<file path="src/sv/assert_macros.svh">
// assertion macros used by the top-level rtl file
`ifndef ASSERT_MACROS_SVH
`define ASSERT_MACROS_SVH

// antecedent implies consequent in the same cycle
`define ASSERT_IMPLIES(label, clk, rst, ante, cons) \
   label: assert property (@(posedge clk) disable iff (rst) (ante) |-> (cons)) \
      else $error("assertion failed: same-cycle implication");

// antecedent implies consequent in the next cycle
`define ASSERT_NEXT(label, clk, rst, ante, cons) \
   label: assert property (@(posedge clk) disable iff (rst) (ante) |=> (cons)) \
      else $error("assertion failed: next-cycle implication");

`endif

</file>
<file path="src/sv/lsct_pkg.sv">
// package: constants, types and helpers of the line sensor centroid tracker
`default_nettype none

package lsct_pkg;

   localparam int CHANNELS     = 8;
   localparam int MASK_W       = 8;
   localparam int SAMPLE_W     = 12;
   localparam int DSUM_W       = 15;
   localparam int WEIGHT_W     = 10;
   localparam int PROD_W       = SAMPLE_W + 1 + WEIGHT_W;
   localparam int WSUM_W       = PROD_W + 3;
   localparam int COUNT_W      = 4;
   localparam int POS_W        = 14;
   localparam int LIMIT_W      = 13;
   localparam int QUOT_W       = 13;
   localparam int NUM_W        = WSUM_W + 4;
   localparam int CSR_INDEX_W  = 3;
   localparam int CSR_DATA_W   = 15;
   localparam int DIV_CNT_W    = 4;

   localparam logic [MASK_W-1:0] CH_MASK = MASK_W'((1 << CHANNELS) - 1);

   // largest possible quotient: outermost weight times sixteen
   localparam logic [QUOT_W-1:0] MAX_MAG = QUOT_W'(50 * (CHANNELS - 1) * 16);

   // register indexes
   localparam logic [CSR_INDEX_W-1:0] REG_LINE_THRESHOLD = 3'd0;
   localparam logic [CSR_INDEX_W-1:0] REG_MIN_DARKNESS   = 3'd1;
   localparam logic [CSR_INDEX_W-1:0] REG_ACQUIRE_FRAMES = 3'd2;
   localparam logic [CSR_INDEX_W-1:0] REG_LOST_FRAMES    = 3'd3;
   localparam logic [CSR_INDEX_W-1:0] REG_INVERT_SIGN    = 3'd4;
   localparam logic [CSR_INDEX_W-1:0] REG_POSITION_LIMIT = 3'd5;

   // register reset values
   localparam logic [SAMPLE_W-1:0] RST_LINE_THRESHOLD = 12'd2048;
   localparam logic [DSUM_W-1:0]   RST_MIN_DARKNESS   = 15'd205;
   localparam logic [1:0]          RST_ACQUIRE_FRAMES = 2'd2;
   localparam logic [1:0]          RST_LOST_FRAMES    = 2'd3;
   localparam logic [LIMIT_W-1:0]  RST_POSITION_LIMIT = 13'd6400;

   typedef struct packed {
      logic                       is_dark;
      logic [SAMPLE_W-1:0]        dark;
      logic signed [PROD_W-1:0]   prod;
   } lane_result_type;

   typedef struct packed {
      logic                       busy;
      logic [QUOT_W-1:0]          quotient;
   } div_status_type;

   // fixed channel position: 50*(2i-(CHANNELS-1))
   function automatic logic signed [WEIGHT_W-1:0] lane_weight(input int idx);
      lane_weight = WEIGHT_W'(50 * (2 * idx - (CHANNELS - 1)));
   endfunction

endpackage

`default_nettype wire

</file>
<file path="src/sv/lsct_merge.sv">
// merge stage: sums darkness, weighted darkness and dark count over lanes
`default_nettype none

module lsct_merge import lsct_pkg::*; (
   input  wire logic                clock,
   input  wire logic                load,
   input  lane_result_type          lanes [CHANNELS],
   output logic [DSUM_W-1:0]        dark_sum,
   output logic signed [WSUM_W-1:0] wdark_sum,
   output logic [COUNT_W-1:0]       dark_tally
);

   logic [DSUM_W-1:0]        dsum_ff, dsum_in;
   logic signed [WSUM_W-1:0] wsum_ff, wsum_in;
   logic [COUNT_W-1:0]       dcount_ff, dcount_in;

   always_comb begin
      dsum_in   = '0;
      wsum_in   = '0;
      dcount_in = '0;
      for (int i = 0; i < CHANNELS; i++) begin
         dsum_in   = dsum_in + DSUM_W'(lanes[i].dark);
         wsum_in   = wsum_in + WSUM_W'(lanes[i].prod);
         dcount_in = dcount_in + COUNT_W'(lanes[i].is_dark);
      end
   end

   always_ff @(posedge clock) begin
      if (load) begin
         dsum_ff   <= dsum_in;
         wsum_ff   <= wsum_in;
         dcount_ff <= dcount_in;
      end
   end

   assign dark_sum   = dsum_ff;
   assign wdark_sum  = wsum_ff;
   assign dark_tally = dcount_ff;

endmodule

`default_nettype wire

</file>
<file path="config.mk">
export PLATFORM = sky130hd
export DESIGN_NAME = lsct_merge
export DESIGN_NICKNAME = d
export VERILOG_FILES = /design/src/sv/assert_macros.svh /design/src/sv/lsct_pkg.sv /design/src/sv/lsct_merge.sv
export SDC_FILE = /design/constraint.sdc
export NUM_CORES = 1
export LEC_CHECK = 0
export ABC_AREA = 1
export BUFFER_PORTS_ARGS = -buffer_cell sky130_fd_sc_hd__buf_2
export CAP_MARGIN = 15
export CORE_UTILIZATION = 50
export CTS_BUF_LIST = sky130_fd_sc_hd__clkbuf_4 sky130_fd_sc_hd__clkbuf_8
export DETAILED_ROUTE_END_ITERATION = 10
export PLACE_DENSITY = 0.77
export SLEW_MARGIN = 20
export SYNTH_ARGS = -nofsm -noshare
export SYNTH_HDL_FRONTEND = slang
export SYNTH_SLANG_ARGS = --single-unit
export TNS_END_PERCENT = 30
</file>
<file path="constraint.sdc">
create_clock -name clock -period 4.7 [get_ports clock]
set_input_delay 0.47 -clock clock [delete_from_list [all_inputs] [get_ports clock]]
set_output_delay 0.47 -clock clock [all_outputs]
set_load 0.02 [all_outputs]
</file>
==> flow_summary.toml <==
[detailed_routing]
post-route-drc-count = 0
avgRoutedWirePerCell_um = 11.4
postRouteAntennaNets = 0
viasPerCell = 4.46
drtIter0Drc = 262
routed_wl_mm = 19.1
num_vias = 7498
first_pass_iters = 4

[layout]
syn2layout_area_growth_pct = 21.7
final_area_um2 = 11600
nets = 1996
diodes = 0
final_util_pct = 62.0
stdcell_count = 1681
drive_above_1_share_pct = 24.4

[grt]
grt_max_degree = 46
grt_pass1_wl_mm = 32.8
antenna_found_initial = 0
grt_pass1_vias = 7757
grt-ovfl-total = 0
grtUsageTotal_pct = 20.7

[setup_path]
cp-end-kind = "register"
crit_fanout = 4
worstPathArrival_ns = 4.25
startpoint_type = "input pin"
critical_path_required_ns = 4.78
path_class = "in2reg"

[cts]
postCtsSetupRepairBufs = 0
cts_resized = 0
clk_path_buf_depth = 2
cts_tree = "done"
path_clk_slew_ns = 0.10
cts_sinks = 45
cts_hold_buffers = 0
root_buffer = "clkbuf_8"
h-tree-depth = 2
cts_buffers = 5

[hold_path]
hp-class = "in2reg"
hold_depth = 2
hold_path_startpoint = "lanes[107]"
holdPathEnd = "dark_tally[0]"

[floorplanning]
rows = 50
dieHeight_um = 140
die-area_um2 = 19600
die_width_um = 140
ios = 335
core_area_um2 = 18600
start_util_pct = 51.0

[timing]
setup_violations = 0
rsz0062_at_grt = "false"
layout_setup_ws_ns = 0.531
period_minus_slack_ns = 4.17
slew_viol_final = 0
slew_headroom_pct = 58.9
period_share_pct = 88.7
max_freq_mhz = 240
worst_pin_slew_ns = 0.616
timing.hold.ws_ns = 0.523
setup_tns_ns = 0
hold_violations = 0

[synthesis]
syn_area_per_cell_um2 = 8.60
ys_seq_area_share_pct = 14.2
synth_area_um2 = 9510
synth_fp_nets = 1655
synth_top_area_share_pct = 45.5
yosys_warnings = 0
synth-seq-cells = 45
synth_area_leaders = "fa_1, inv_1, edfxtp_1"
synth_cell_types = 23
syn_inst = 1105
synth_top_area_cell = "fa_1"

[power_and_ir_drop]
power_density_nw_per_um2 = 722
p_leak_nw = 6.99
vdd_drop_max_v = 0.000335
power.total_mw = 8.35

[placed_design]
preCtsSetupSlack_ns = 0.236
dpl.hpwl_mm = 17.8
io_buffers = 334
gp_congestion = 0.876
place_inst = 1673
dpl_cell_area_um2 = 11500

[status]
status = "finished clean"

[flow_run]
maxCapViolCount = 0
layout make-up:
cell class	instances	area (µm²)
clock buffers	5	68.8
clock inverters	3	22.5
fillers	1661	7080
inverters	477	1790
multi-input cells	583	6360
flip-flops and latches	45	1350
well taps	234	293
repair buffers	334	1670
kinds of logic after synthesis:
group | Yosys count | share of synthesized area, %
buf+inv | 477 | 18.8
flops | 45 | 14.2
xor+xnor | 23 | 2.12
fa+ha+maj | 260 | 51.3
compound gates | 28 | 1.61
simple gates | 272 | 11.9
layout by cell type, fill, tap and decap left out:
cell type   instances
a21oi_1            19
a31oi_1             4
and2_1              2
buf_2             333
buf_4               1
clkbuf_8            5
clkinvlp_4          3
edfxtp_1           45
fa_1              216
ha_1               44
inv_1             477
nand2_1           188
nand2_2             4
nand3_1            28
nand3_2             1
nand3b_1            2
nand4_1             5
nor2_1             31
nor2_2              3
nor2_4              3
nor3_1              4
o211ai_1            1
o21ai_0             2
o21bai_1            2
or2_1               1
xnor2_1             3
xor2_1             20
worst max path at each step:
stage / from / end / cells past startpoint
2_1_floorplan: lanes[110] / wdark_sum[14] / 17
6_report: lanes[110] / wdark_sum[18] / 19
5_1_grt: lanes[110] / wdark_sum[14] / 18
3_5_place_dp: lanes[110] / wdark_sum[18] / 19
3_3_place_gp: lanes[110] / wdark_sum[14] / 18
4_1_cts: lanes[110] / wdark_sum[18] / 19
power breakdown:
| group | total (mW) | switching (mW) | leakage (nW) | internal, mW |
|---|---|---|---|---|
| Combinational | 7.06 | 4.48 | 6.51 | 2.58 |
| Sequential | 1.03 | 0.0430 | 0.440 | 0.990 |
| Clock | 0.255 | 0.151 | 0.0364 | 0.105 |
metal layers:
metal | track usage (%) | routed length [µm] | up-vias
met5 | 0 | 0 | -
met4 | 6.13 | 435 | 0
met3 | 2.13 | 1200 | 27
met2 | 38.0 | 9930 | 252
met1 | 25.7 | 7550 | 3522
li1 | - | - | 3697
sequential cells by signal (all words and copies together) (netlist names):
register    flops
wdark_sum      26
dark_sum       15
dark_tally      4
critical path: stages:
cell	delay [ns]
buf_2	0.07
inv_1	0.04
fa_1	0.53
inv_1	0.05
fa_1	0.48
fa_1	0.50
inv_1	0.05
fa_1	0.48
inv_1	0.04
ha_1	0.23
fa_1	0.52
nand3_1	0.12
nand3_1	0.15
nand2_1	0.09
nand2_1	0.11
nand3_1	0.13
nand2_1	0.08
nand2_1	0.07
nand2_1	0.05
synth_stat cells (all sizes together):
library cell,number
nor2,37
nand2,192
a21oi,19
fa,216
xor2,20
o21bai,2
ha,44
edfxtp,45
and2,2
nand3b,2
a31oi,4
nor3,4
o21ai,2
inv,477
o211ai,1
nand3,29
or2,1
nand4,5
xnor2,3
Note: power is estimated with default switching activity, not from simulation.
