File: src/sv/assert_macros.svh
// assertion macros used by the top-level rtl file
`ifndef ASSERT_MACROS_SVH
`define ASSERT_MACROS_SVH

// antecedent implies consequent in the same cycle
`define ASSERT_IMPLIES(label, clk, rst, ante, cons) \
   label: assert property (@(posedge clk) disable iff (rst) (ante) |-> (cons)) \
      else $error("assertion failed: same-cycle implication");

// antecedent implies consequent in the next cycle
`define ASSERT_NEXT(label, clk, rst, ante, cons) \
   label: assert property (@(posedge clk) disable iff (rst) (ante) |=> (cons)) \
      else $error("assertion failed: next-cycle implication");

`endif

File: src/sv/lsct_pkg.sv
// package: constants, types and helpers of the line sensor centroid tracker
`default_nettype none

package lsct_pkg;

   localparam int CHANNELS     = 8;
   localparam int MASK_W       = 8;
   localparam int SAMPLE_W     = 12;
   localparam int DSUM_W       = 15;
   localparam int WEIGHT_W     = 10;
   localparam int PROD_W       = SAMPLE_W + 1 + WEIGHT_W;
   localparam int WSUM_W       = PROD_W + 3;
   localparam int COUNT_W      = 4;
   localparam int POS_W        = 14;
   localparam int LIMIT_W      = 13;
   localparam int QUOT_W       = 13;
   localparam int NUM_W        = WSUM_W + 4;
   localparam int CSR_INDEX_W  = 3;
   localparam int CSR_DATA_W   = 15;
   localparam int DIV_CNT_W    = 4;

   localparam logic [MASK_W-1:0] CH_MASK = MASK_W'((1 << CHANNELS) - 1);

   // largest possible quotient: outermost weight times sixteen
   localparam logic [QUOT_W-1:0] MAX_MAG = QUOT_W'(50 * (CHANNELS - 1) * 16);

   // register indexes
   localparam logic [CSR_INDEX_W-1:0] REG_LINE_THRESHOLD = 3'd0;
   localparam logic [CSR_INDEX_W-1:0] REG_MIN_DARKNESS   = 3'd1;
   localparam logic [CSR_INDEX_W-1:0] REG_ACQUIRE_FRAMES = 3'd2;
   localparam logic [CSR_INDEX_W-1:0] REG_LOST_FRAMES    = 3'd3;
   localparam logic [CSR_INDEX_W-1:0] REG_INVERT_SIGN    = 3'd4;
   localparam logic [CSR_INDEX_W-1:0] REG_POSITION_LIMIT = 3'd5;

   // register reset values
   localparam logic [SAMPLE_W-1:0] RST_LINE_THRESHOLD = 12'd2048;
   localparam logic [DSUM_W-1:0]   RST_MIN_DARKNESS   = 15'd205;
   localparam logic [1:0]          RST_ACQUIRE_FRAMES = 2'd2;
   localparam logic [1:0]          RST_LOST_FRAMES    = 2'd3;
   localparam logic [LIMIT_W-1:0]  RST_POSITION_LIMIT = 13'd6400;

   typedef struct packed {
      logic                       is_dark;
      logic [SAMPLE_W-1:0]        dark;
      logic signed [PROD_W-1:0]   prod;
   } lane_result_type;

   typedef struct packed {
      logic                       busy;
      logic [QUOT_W-1:0]          quotient;
   } div_status_type;

   // fixed channel position: 50*(2i-(CHANNELS-1))
   function automatic logic signed [WEIGHT_W-1:0] lane_weight(input int idx);
      lane_weight = WEIGHT_W'(50 * (2 * idx - (CHANNELS - 1)));
   endfunction

endpackage

`default_nettype wire

File: src/sv/lsct_divider.sv
// restoring divider, one quotient bit a cycle
`default_nettype none

module lsct_divider import lsct_pkg::*; (
   input  wire logic              clock,
   input  wire logic              reset,
   input  wire logic              start,
   input  wire logic [NUM_W-1:0]  numerator,
   input  wire logic [DSUM_W-1:0] denominator,
   output div_status_type         status
);

   localparam int REM_W = DSUM_W + 1;

   logic                 busy_ff, busy_in;
   logic [DIV_CNT_W-1:0] cnt_ff, cnt_in;
   logic [REM_W-1:0]     rem_ff, rem_in;
   logic [QUOT_W-1:0]    low_ff, low_in;
   logic [DSUM_W-1:0]    den_ff, den_in;
   logic [REM_W-1:0]     trial;

   always_comb begin
      busy_in = busy_ff;
      cnt_in  = cnt_ff;
      rem_in  = rem_ff;
      low_in  = low_ff;
      den_in  = den_ff;
      trial   = {rem_ff[REM_W-2:0], low_ff[QUOT_W-1]};
      if (start) begin
         // quotient fits in QUOT_W bits, so the top part is below the divisor
         busy_in = 1'b1;
         cnt_in  = DIV_CNT_W'(QUOT_W);
         rem_in  = REM_W'(numerator[NUM_W-1:QUOT_W]);
         low_in  = numerator[QUOT_W-1:0];
         den_in  = denominator;
      end else if (busy_ff) begin
         if (trial >= {1'b0, den_ff}) begin
            rem_in = trial - {1'b0, den_ff};
            low_in = {low_ff[QUOT_W-2:0], 1'b1};
         end else begin
            rem_in = trial;
            low_in = {low_ff[QUOT_W-2:0], 1'b0};
         end
         cnt_in = cnt_ff - 1'b1;
         if (cnt_ff == DIV_CNT_W'(1)) begin
            busy_in = 1'b0;
         end
      end
   end

   always_ff @(posedge clock) begin
      if (reset) begin
         busy_ff <= 1'b0;
         cnt_ff  <= '0;
      end else begin
         busy_ff <= busy_in;
         cnt_ff  <= cnt_in;
      end
      rem_ff <= rem_in;
      low_ff <= low_in;
      den_ff <= den_in;
   end

   assign status.busy     = busy_ff;
   assign status.quotient = low_ff;

endmodule

`default_nettype wire
File: config.mk
export PLATFORM = sky130hd
export DESIGN_NAME = lsct_divider
export DESIGN_NICKNAME = d
export VERILOG_FILES = /design/src/sv/assert_macros.svh /design/src/sv/lsct_pkg.sv /design/src/sv/lsct_divider.sv
export SDC_FILE = /design/constraint.sdc
export NUM_CORES = 1
export LEC_CHECK = 0
export BUFFER_PORTS_ARGS = -buffer_cell sky130_fd_sc_hd__buf_2
export CAP_MARGIN = 10
export CELL_PAD_IN_SITES_DETAIL_PLACEMENT = 0
export CELL_PAD_IN_SITES_GLOBAL_PLACEMENT = 1
export CORE_MARGIN = 2
export CORE_UTILIZATION = 42
export DETAILED_ROUTE_END_ITERATION = 8
export HOLD_SLACK_MARGIN = 0.12
export PLACE_DENSITY = 0.86
export SYNTH_ARGS = -nofsm -noshare
export SYNTH_HDL_FRONTEND = slang
export SYNTH_SLANG_ARGS = --single-unit
File: constraint.sdc
create_clock -name clock -period 3.29 [get_ports clock]
set_clock_uncertainty 0.05 [all_clocks]
set_input_delay 0.658 -clock clock [delete_from_list [all_inputs] [get_ports clock]]
set_output_delay 0.658 -clock clock [all_outputs]
set_load 0.02 [all_outputs]
==> reports/results.tsv <==
metric	value	unit
outcome	finished clean	
CTS tree	yes	
Final period util	0.8474	
initial antenna violation count	0	
worst-margin pin slew	0.7160	ns
crit path max fanout	3	
DP HPWL	4.064	mm
final hold vios	0	
Simple-Gate Fraction of Synth Area	0.1164	
multiplexer share of the synthesized area	0.07580	
Setup TNS	0	ns
starting density of the core	0.4396	
die height	86.22	um
Worst Hold Depth	1	
largest net degree at the start of global routing	35	
flop2flop setup slack	0.50	ns
Post-Layout Cell Count	396	
RD Place Congestion	0.8380	
CTS Buf Count	5	
fmax	358.7	MHz
Yosys warnings	0	
placement row count	29	
FF-to-FF Start	low_ff[12]$_DFFE_PP_	
Synth Flop Type	edfxtp_1	
Antenna Diode Count	0	
cts repair resizes	0	
Post-Synthesis Cell Area	0.002839	mm^2
ratio of cells with drive above 1 in the final layout	0.2884	
XOR/XNOR Fraction of Synth Area	0.03702	
Peak VDD IR	0.3086	mV
Reg2Reg Depth	10	
Tightest Hold Check Type	in -> reg	
htree depth	2	
sequential element share of the synthesized area	0.4901	
top cells by area, synth	edfxtp_1 (45%), ha_1 (7.5%), mux2_2 (4.8%)	
CP Data Arrival Time	2.80	ns
grt ovf	0	
Synth Area in Compound Gates	0.1498	
endpoints failing setup	0	
required time of the worst setup path	3.30	ns
Slew headroom	0.5227	
kind of critical path	reg -> reg	
register bit total from synthesis	48	
Via density	5.328	
core area	0.006459	mm^2
Max Root-Sink Buffers	2	
nets@finish	384	
Post-Synth Adder-Cell Area	0.08197	
Power Density	656.7	mW/mm^2
Post-synth EDFFs	43	
port bufs	59	
Syn Nets	323	
Post-CTS Setup Inserts	0	
FFs w/ async S/R, synth	0	
RSZ-0062 raised after global routing	no	
Syn-to-layout area delta	17.06	%
die area	0.007433	mm^2
clock slew at reported path FFs	0.10	ns
Slew Viols, Final	0	
Yosys cell types	54	
number of global-route vias before repair	2167	
Pleak	1.474	nW
Final WS setup	0.5019	ns
Root Driver	clkbuf_8	
placed instance count	388	
Tot GR Track Use	0.1584	
largest family of logic cells by synthesized area	compound AO/OA/AOI/OAI gates	
# hold bufs at CTS	0	
dominant cell type by area after synthesis	edfxtp_1	
Reg-to-Reg End	rem_ff[14]$_DFFE_PP_	
Worst-Skew Late Latency	0.30	ns
CP Capture Type	flip-flop	
Remaining DRCs	0	
via count	2110	
post-DR wirelength/cell	14.08	um
global-route wire length before repair	9.459	mm
Crit. Startpoint	low_ff[12]$_DFFE_PP_	
Place WS	0.4813	ns
Clock Sinks	48	
DRT iter0 DRCs	73	
Antenna Violating Nets Remaining	0	
Hold Path Origin	denominator[5]	
IO Pins	62	
Startpoint Class	flip-flop	
Synth top area share	0.4548	
min Tclk post-route	2.788	ns
worst hold endpoint	den_ff[5]$_DFFE_PP_	
drt pass-1 iters	4	
Mapped Cells	257	
Routed Wire Length	5.575	mm
Syn Area/Cell	11.05	um^2
Max-Cap Viols	0	
Util after Layout	0.5145	
die width	86.22	um
==> placed cells by master (no fill, tap or decap), types with 2 or more instances in the layout <==
master,Yosys,routed
buf_2,0,59
edfxtp_1,43,43
nand2_1,24,24
inv_1,23,23
ha_1,17,17
nor2_1,16,16
a21oi_1,16,16
mux2_2,12,12
mux2i_1,8,8
o21ai_0,7,7
xnor2_1,6,6
xor2_1,6,6
nor3_1,5,5
dfxtp_1,5,5
clkbuf_8,0,5
o21ai_1,4,4
a21o_1,4,4
or3_1,4,4
nand4_1,3,3
nor2b_1,3,3
a21boi_0,3,3
a31oi_1,3,3
a211oi_1,3,3
buf_4,1,3
or2_2,2,2
a21oi_2,2,2
and4_1,2,2
nand3_1,2,2
o22ai_1,2,2
and3_1,2,2
clkbuf_16,0,2
==> worst max-delay path by stage <==
stage / cells after the start / slack [ns] / to
2_1_floorplan: 10 / 0.54 / rem_ff[14]$_DFFE_PP_
3_3_place_gp: 10 / 0.49 / rem_ff[14]$_DFFE_PP_
3_5_place_dp: 10 / 0.48 / rem_ff[14]$_DFFE_PP_
4_1_cts: 10 / 0.48 / rem_ff[14]$_DFFE_PP_
5_1_grt: 10 / 0.32 / rem_ff[14]$_DFFE_PP_
6_report: 10 / 0.50 / rem_ff[14]$_DFFE_PP_
==> metal layers <==
metal / track usage / vias to the layer above / wire (um)
met5: 0 / - / 0
met4: 0.03267 / 0 / 43
met3: 0.04476 / 5 / 366
met2: 0.2678 / 58 / 2605
met1: 0.2047 / 981 / 2560
li1: - / 1066 / -
==> per-stage QoR <==
step                      power [mW]  area (um^2)  hold WS [ns]
after global routing           2.336         3323        0.4625
after detailed placement       1.746         3201        0.4854
final                          2.182         3323        0.4744
after global placement         1.729         3201        0.4523
after floorplan                1.573         2839        0.4337
after CTS                      2.199         3323        0.4696
==> sequential cells by signal, summed over array words and instances (netlist names) <==
name and count:
den_ff 15, cnt_ff 4, rem_ff 15, busy_ff 1, low_ff 13
==> cell families (layout without fill, tap and decap cells) <==
kind of cell / Yosys count / in the layout
compound gates: 60 / 60
xor+xnor: 12 / 12
fa+ha+maj: 18 / 18
buf+inv: 31 / 93
flops: 48 / 48
mux: 20 / 20
simple gates: 68 / 68
==> worst max-delay path, stage by stage, from the launching register on <==
cell and delay [ns]:
edfxtp_1 0.36, inv_1 0.05, ha_1 0.22, fa_1 0.41, nand2b_1 0.18, a211oi_1 0.27
o21bai_1 0.15, a21oi_1 0.17, o22ai_1 0.12, and4_1 0.21, a2111o_1 0.37
==> power by group <==
| group | leakage [nW] | internal, mW | total (mW) | switching (mW) |
|---|---|---|---|---|
| clock | 0.0618 | 0.243 | 0.448 | 0.205 |
| sequential | 0.471 | 0.791 | 0.843 | 0.0514 |
| combinational | 0.941 | 0.388 | 0.892 | 0.503 |
| total | 1.47 | 1.42 | 2.18 | 0.760 |
==> cells in the mapped netlist (2+ instances only) <==
cell type	number
a211oi_1	3
a21boi_0	3
a21o_1	4
a21oi_1	16
a21oi_2	2
a31oi_1	3
and3_1	2
and4_1	2
buf_1	2
clkbuf_1	3
dfxtp_1	5
edfxtp_1	43
ha_1	17
inv_1	23
mux2_2	12
mux2i_1	8
nand2_1	24
nand3_1	2
nand4_1	3
nor2_1	16
nor2b_1	3
nor3_1	5
o21ai_0	7
o21ai_1	4
o22ai_1	2
or2_2	2
or3_1	4
xnor2_1	6
xor2_1	6
==> area by class of cell <==
type / count / area [um^2]
Timing Repair Buffer: 62 / 317.8
Multi-Input combinational cell: 178 / 1309
Inverter: 23 / 86.33
Clock buffer: 8 / 122.6
Sequential cell: 48 / 1391
Tap cell: 77 / 96.34
Fill cell: 585 / 3136
Power figures use the tool's default switching activity.
