## src/sv/assert_macros.svh

```systemverilog
// assertion macros used by the top-level rtl file
`ifndef ASSERT_MACROS_SVH
`define ASSERT_MACROS_SVH

// antecedent implies consequent in the same cycle
`define ASSERT_IMPLIES(label, clk, rst, ante, cons) \
   label: assert property (@(posedge clk) disable iff (rst) (ante) |-> (cons)) \
      else $error("assertion failed: same-cycle implication");

// antecedent implies consequent in the next cycle
`define ASSERT_NEXT(label, clk, rst, ante, cons) \
   label: assert property (@(posedge clk) disable iff (rst) (ante) |=> (cons)) \
      else $error("assertion failed: next-cycle implication");

`endif

```

## src/sv/lsct_pkg.sv

```systemverilog
// package: constants, types and helpers of the line sensor centroid tracker
`default_nettype none

package lsct_pkg;

   localparam int CHANNELS     = 8;
   localparam int MASK_W       = 8;
   localparam int SAMPLE_W     = 12;
   localparam int DSUM_W       = 15;
   localparam int WEIGHT_W     = 10;
   localparam int PROD_W       = SAMPLE_W + 1 + WEIGHT_W;
   localparam int WSUM_W       = PROD_W + 3;
   localparam int COUNT_W      = 4;
   localparam int POS_W        = 14;
   localparam int LIMIT_W      = 13;
   localparam int QUOT_W       = 13;
   localparam int NUM_W        = WSUM_W + 4;
   localparam int CSR_INDEX_W  = 3;
   localparam int CSR_DATA_W   = 15;
   localparam int DIV_CNT_W    = 4;

   localparam logic [MASK_W-1:0] CH_MASK = MASK_W'((1 << CHANNELS) - 1);

   // largest possible quotient: outermost weight times sixteen
   localparam logic [QUOT_W-1:0] MAX_MAG = QUOT_W'(50 * (CHANNELS - 1) * 16);

   // register indexes
   localparam logic [CSR_INDEX_W-1:0] REG_LINE_THRESHOLD = 3'd0;
   localparam logic [CSR_INDEX_W-1:0] REG_MIN_DARKNESS   = 3'd1;
   localparam logic [CSR_INDEX_W-1:0] REG_ACQUIRE_FRAMES = 3'd2;
   localparam logic [CSR_INDEX_W-1:0] REG_LOST_FRAMES    = 3'd3;
   localparam logic [CSR_INDEX_W-1:0] REG_INVERT_SIGN    = 3'd4;
   localparam logic [CSR_INDEX_W-1:0] REG_POSITION_LIMIT = 3'd5;

   // register reset values
   localparam logic [SAMPLE_W-1:0] RST_LINE_THRESHOLD = 12'd2048;
   localparam logic [DSUM_W-1:0]   RST_MIN_DARKNESS   = 15'd205;
   localparam logic [1:0]          RST_ACQUIRE_FRAMES = 2'd2;
   localparam logic [1:0]          RST_LOST_FRAMES    = 2'd3;
   localparam logic [LIMIT_W-1:0]  RST_POSITION_LIMIT = 13'd6400;

   typedef struct packed {
      logic                       is_dark;
      logic [SAMPLE_W-1:0]        dark;
      logic signed [PROD_W-1:0]   prod;
   } lane_result_type;

   typedef struct packed {
      logic                       busy;
      logic [QUOT_W-1:0]          quotient;
   } div_status_type;

   // fixed channel position: 50*(2i-(CHANNELS-1))
   function automatic logic signed [WEIGHT_W-1:0] lane_weight(input int idx);
      lane_weight = WEIGHT_W'(50 * (2 * idx - (CHANNELS - 1)));
   endfunction

endpackage

`default_nettype wire

```

## src/sv/lsct_lane.sv

```systemverilog
// one channel lane: darkness and weighted darkness of a sample
`default_nettype none

module lsct_lane import lsct_pkg::*; (
   input  wire logic                       clock,
   input  wire logic                       load,
   input  wire logic                       chan_valid,
   input  wire logic [SAMPLE_W-1:0]        sample,
   input  wire logic [SAMPLE_W-1:0]        threshold,
   input  wire logic signed [WEIGHT_W-1:0] weight,
   output lane_result_type                 result
);

   lane_result_type result_ff;
   lane_result_type result_in;
   logic signed [PROD_W-1:0] prod;

   always_comb begin
      result_in.is_dark = chan_valid && (sample < threshold);
      result_in.dark    = result_in.is_dark ? (threshold - sample) : '0;
      prod              = $signed({1'b0, result_in.dark}) * weight;
      result_in.prod    = prod;
   end

   always_ff @(posedge clock) begin
      if (load) begin
         result_ff <= result_in;
      end
   end

   assign result = result_ff;

endmodule

`default_nettype wire

```

## config.mk

```make
export PLATFORM = sky130hd
export DESIGN_NAME = lsct_lane
export DESIGN_NICKNAME = d
export VERILOG_FILES = /design/src/sv/assert_macros.svh /design/src/sv/lsct_pkg.sv /design/src/sv/lsct_lane.sv
export SDC_FILE = /design/constraint.sdc
export NUM_CORES = 1
export LEC_CHECK = 0
export ABC_AREA = 1
export BUFFER_PORTS_ARGS = -buffer_cell sky130_fd_sc_hd__buf_2
export CAP_MARGIN = 20
export CORE_AREA = 2 2 165 135
export CTS_CLUSTER_DIAMETER = 60
export DETAILED_ROUTE_END_ITERATION = 16
export DIE_AREA = 0 0 167 137
export SLEW_MARGIN = 20
export SYNTH_ARGS = -nofsm -noshare
export SYNTH_HDL_FRONTEND = slang
export SYNTH_SLANG_ARGS = --single-unit
export TNS_END_PERCENT = 30
```

## constraint.sdc

```tcl
create_clock -name clock -period 10.1 [get_ports clock]
set_input_delay 0 -clock clock [delete_from_list [all_inputs] [get_ports clock]]
set_output_delay 0 -clock clock [all_outputs]
set_load 0.01 [all_outputs]
```

==> results of run 1 <==
## synth_stat cells, drive strengths merged
cell	count
a21boi	1
a21o	4
a21oi	21
and2	1
buf	6
clkbuf	1
edfxtp	36
fa	80
ha	82
inv	182
nand2	194
nand3	40
nand3b	2
nand4	7
nor2	88
nor3	8
o21ai	3
o21bai	3
or2	1
xnor2	6
xor2	11
## power by group through the flow
stage | clock (mW) | combinational, mW | sequential [mW]
after floorplan | 0 | 0.441 | 0.254
after global placement | 0 | 0.623 | 0.237
after detailed placement | 0 | 0.628 | 0.235
after CTS | 0.163 | 0.634 | 0.233
after global routing | 0.170 | 0.721 | 0.235
final | 0.156 | 0.626 | 0.231
## how the worst min path moves through the flow
| stage | from | endpoint | depth (start not counted) | slack, ns |
|---|---|---|---|---|
| after CTS | sample[0] | result[23] | 3 | 0.23 |
| final | sample[0] | result[23] | 3 | 0.23 |
| after global placement | result[1] | result[1] | 1 | 0.41 |
| after global routing | sample[0] | result[23] | 3 | 0.24 |
| after floorplan | load | result[0] | 0 | 0.11 |
| after detailed placement | result[27] | result[27] | 1 | 0.41 |
## cell families (layout without fill, tap and decap cells)
kind of cell    Yosys count  count (layout)  share of synthesized area
simple gates            341             341                      0.241
xor+xnor                 17              17                     0.0237
flops                    36              36                      0.172
compound gates           32              32                     0.0287
buf+inv                 189             262                      0.115
fa+ha+maj               162             162                      0.419
## per-layer routing
metal,vias up,wire length (um)
met5,-,0
met4,0,167
met3,15,1040
met2,138,6680
li1,2513,-
met1,2406,7240
## placed cells by master, fill, tap and decap left out, types with 2 or more instances in the layout
cell | synthesis | final
inv_2 | 3 | 3
nand2_2 | 2 | 2
nor2_4 | 6 | 6
ha_1 | 82 | 82
nor2_1 | 75 | 75
a21o_1 | 4 | 4
nand3_1 | 37 | 37
inv_1 | 179 | 179
nand4_1 | 6 | 6
xor2_1 | 11 | 11
nor2_8 | 2 | 2
nor3_1 | 8 | 8
o21ai_0 | 3 | 3
nand3_2 | 3 | 3
nand2_1 | 190 | 190
clkbuf_16 | 0 | 5
o21bai_1 | 3 | 3
fa_1 | 80 | 80
buf_2 | 0 | 72
nor2_2 | 5 | 5
a21oi_1 | 21 | 21
xnor2_1 | 6 | 6
nand3b_1 | 2 | 2
edfxtp_1 | 36 | 36
## per-stage QoR
stage | cells | setup slack, ns
floorplan | 777 | 4.67
global placement | 1117 | 4.00
detailed placement | 1117 | 3.80
CTS | 1125 | 4.09
global route | 1125 | 3.67
finish | 1125 | 4.08
## area by class of cell
class                      count  area, um^2
timing repair buffer          72         360
inverter                     182         683
fill                        2254       14100
multi-input combinational    552        4470
clock buffer                   6         129
clock inverter                 2        11.3
tap                          275         344
sequential                    36        1080
==> qor.yml, run 1 <==
outcome: "completed"
yosys.cell_types.count: 31
setup-tns-final_ns: 0
grt_overflow: 0
grt_pass1_vias: 5201
met2_usage: 0.232
dieArea_um2: 22900
clock_power_share: 0.154
drt-total-wl_um: 15100
postCtsSetupBuffers: 0
finalInstanceArea_um2: 7080
clock_sinks: 36
busiest_layer: "met2"
hold_ws_ns: 0.228
first_pass_iters: 4
start_kind: "input pin"
syn_avg_cell_area_um2: 8.07
syn2layout_area_growth_pct: 12.8
drtIter0Drc: 377
met1_usage: 0.196
setup_viol: 0
p_per_area_nw_per_um2: 143
critPathTopFamily: "adder cells"
grt_usage: 0.141
rsz0062_at_grt: "false"
numCtsBuffers: 5
peakVddDrop_uv: 74.8
place_congestion: 0.908
intPower_uw: 541
path_class: "input pin to flip-flop"
hold_buffers: 0
grt_max_degree: 37
ioPinCount: 73
p_seq_frac: 0.228
drc: 0
relSlewSlack: 0.399
wl_per_cell_um: 13.4
cp.arrival_ns: 6.06
ys_ff_latch: 36
synth.top_cell.area_share: 0.255
grt_antenna_before_repair: 0
ant_nets: 0
path_depth: 33
drv_slew: 0
largest_register_ffs: 36
p_comb_frac: 0.618
timing.final.crit_share: 0.596
holdCritPathClass: "input pin to flip-flop"
grtUsageMet3: 0.0289
portBuffers: 72
initial_core_util: 0.296
vias_per_cell: 4.51
post_dp_cell_area_um2: 6940
switchingPower_uw: 472
die_x_um: 167
vias: 5072
coreArea_um2: 21200
fmax_mhz: 166
synth_area_um2: 6270
p_total_mw: 1.01
fin_util: 0.334
cts_root_buf: "clkbuf_16"
leakagePower_nw: 3.97
maxCapViolations: 0
crit_buf_inv: 9
clockBufferDepth: 2
cts_tree: "yes"
worst_pin_slew_ns: 0.902
fin_crit_ns: 6.02
crit_slowest_cell: "fa_1"
finalHoldViolCount: 0
grt_pass1_wl_um: 25600
synth_top_area_cell: "fa_1"
clkTransAtPathRegs_ns: 0.06
ctsHtreeMaxLevel: 2
cp-endpoint: "result[20]"
die_h_um: 137
slowest_delay_ns: 0.55
nets: 1048
worstPathMaxFanout: 15
required_ns: 10.14
sw_frac_of_total: 0.466
hpwlAfterDp_um: 13000
syn_nets: 976
antenna_cells: 0
yosysWarningCount: 0
critPathMostFrequentCell: "inv_1"
cts-resized-gates: 0
ys_seq_area_frac: 0.172
layout-drive-gt1-share: 0.121
rows: 48
cp-startpoint: "threshold[0]"
crit_path_end_kind: "flip-flop"
postSynthCellCount: 777
netlist_top_cells_area: "fa_1 26%, edfxtp_1 17%, ha_1 16%"
No activity file was read; power rests on OpenSTA's default activity.
==> run 2: changes to the inputs <==
==> constraint.sdc (replaced) <==
create_clock -name clock -period 5.8 [get_ports clock]
set_input_delay 0 -clock clock [delete_from_list [all_inputs] [get_ports clock]]
set_output_delay 0 -clock clock [all_outputs]
set_load 0.01 [all_outputs]
==> run 2 against run 1 <==
Against the previous run: sequential power increased by 74%; critical path type unchanged; global-route usage increased by 0.73 points; sequential share of layout area decreased by 0.65 points; largest power group unchanged; critical endpoint is now result[13]; critical path depth decreased by 5; setup slack got worse by 3.8 ns; clock power increased by 70%; sequential cell count unchanged; cell count increased by 3.3%.
==> qor.yml, run 2 (same netlist as run 1, synthesis figures left out) <==
p_comb_frac: 0.641
clock_sinks: 36
wl_per_cell_um: 13.5
drv_slew: 0
first_pass_iters: 5
drc: 0
cp.arrival_ns: 5.52
layout-drive-gt1-share: 0.168
nets: 1086
fin_crit_ns: 5.49
final_common_cell: "nand2_1"
fmax_mhz: 182
numCtsBuffers: 5
worstPathMaxFanout: 10
rsz0062_at_grt: "false"
grt_pass1_wl_um: 27000
dp_slack_ns: -0.0415
switchingPower_uw: 844
relSlewSlack: 0.385
ant_nets: 0
cts_root_buf: "clkbuf_16"
start_kind: "input pin"
fin_util: 0.349
holdCritPathClass: "input pin to flip-flop"
p_per_area_nw_per_um2: 252
clkTransAtPathRegs_ns: 0.06
cts_tree: "yes"
path_class: "input pin to flip-flop"
layout_common_cells: "189 x nand2_1, 177 x inv_1, 82 x ha_1"
portBuffers: 72
initial_core_util: 0.296
rows: 48
leakagePower_nw: 4.17
ioPinCount: 73
place_congestion: 0.937
stdcell_count: 1162
required_ns: 5.83
layout_setup_ws_ns: 0.315
largest_register_ffs: 36
cp-startpoint: "threshold[0]"
p_seq_frac: 0.217
vias: 5264
vias_per_cell: 4.53
coreArea_um2: 21200
drtIter0Drc: 404
grt_usage: 0.149
grt_pass1_vias: 5425
intPower_mw: 1.01
dp_cells: 1152
hold_ws_ns: 0.249
worst_pin_slew_ns: 0.923
drt-total-wl_um: 15700
clockBufferDepth: 2
grt_antenna_before_repair: 0
die_h_um: 137
peakVddDrop_uv: 162
die_x_um: 167
maxCapViolations: 0
crit_path_end_kind: "flip-flop"
outcome: "completed"
grt_max_degree: 37
syn2layout_area_growth_pct: 17.8
clock_power_share: 0.142
hpwlAfterDp_um: 13500
ctsHtreeMaxLevel: 2
finalHoldViolCount: 0
setup_viol: 0
sw_frac_of_total: 0.454
timing.final.crit_share: 0.946
antenna_cells: 0
cp-endpoint: "result[13]"
p_total_mw: 1.86
grt_overflow: 0
dieArea_um2: 22900
hold_buffers: 0
run 2: changes by cell type in the layout (fill, tap and decap cells not counted), sizes merged:
cell / before / now
buf: 72 / 110
clkinvlp: 1 / 0
run 2: power by group through the flow:
stage	sequential [mW]	clock [mW]	combinational, mW
finish	0.403	0.265	1.19
global route	0.411	0.286	1.38
CTS	0.406	0.273	1.19
detailed placement	0.410	0	1.18
global placement	0.412	0	1.17
floorplan	0.442	0	0.768
run 2: through the flow:
step | setup TNS, ns | instance area [um^2]
finish | 0 | 7390
detailed placement | -0.0973 | 7200
floorplan | 0 | 6270
global placement | 0 | 7200
global route | 0 | 7390
CTS | 0 | 7330
run 2: worst min path at each step:
| stage | start | to | slack, ns | depth (start not counted) |
|---|---|---|---|---|
| final | sample[0] | result[23] | 0.25 | 3 |
| after global routing | sample[0] | result[23] | 0.26 | 3 |
| after CTS | sample[0] | result[23] | 0.25 | 3 |
| after detailed placement | result[5] | result[5] | 0.41 | 1 |
| after global placement | result[7] | result[7] | 0.41 | 1 |
| after floorplan | load | result[0] | 0.11 | 0 |
run 2: cell type report:
class / count / area (um^2)
repair buffers: 110 / 646
multi-input cells: 552 / 4500
well taps: 275 / 344
clock inverters: 1 / 5.00
inverters: 182 / 683
fillers: 2240 / 13800
clock buffers: 6 / 129
flip-flops and latches: 36 / 1080
run 2: critical path, stage by stage:
cell and delay, ns:
buf_2 0.10, inv_1 0.04, ha_1 0.13, inv_1 0.05
fa_1 0.41, nand3_2 0.10, nand3_2 0.11, nand3_2 0.11
nand3_4 0.11, nand2_8 0.14, inv_2 0.07, buf_4 0.17
nand2_4 0.08, nor2_2 0.04, fa_1 0.51, fa_1 0.56
fa_1 0.44, fa_1 0.54, inv_1 0.05, fa_1 0.52
inv_1 0.04, ha_1 0.35, nand2_1 0.15, inv_1 0.05
a21oi_1 0.19, nand3_2 0.16, buf_4 0.16, xor2_1 0.13
run 2: what timing repair did:
action | in CTS | in global routing
setup buffers | 0 | 3
resized for setup | 0 | 9
setup endpoints to repair | 0 | 11
run 2: routing by layer:
metal / global-route usage / up-vias / part of all wire
met5: 0 / - / 0
met4: 0.0211 / 0 / 0.0061
met3: 0.0269 / 8 / 0.075
met2: 0.233 / 171 / 0.44
met1: 0.219 / 2487 / 0.48
li1: - / 2598 / -
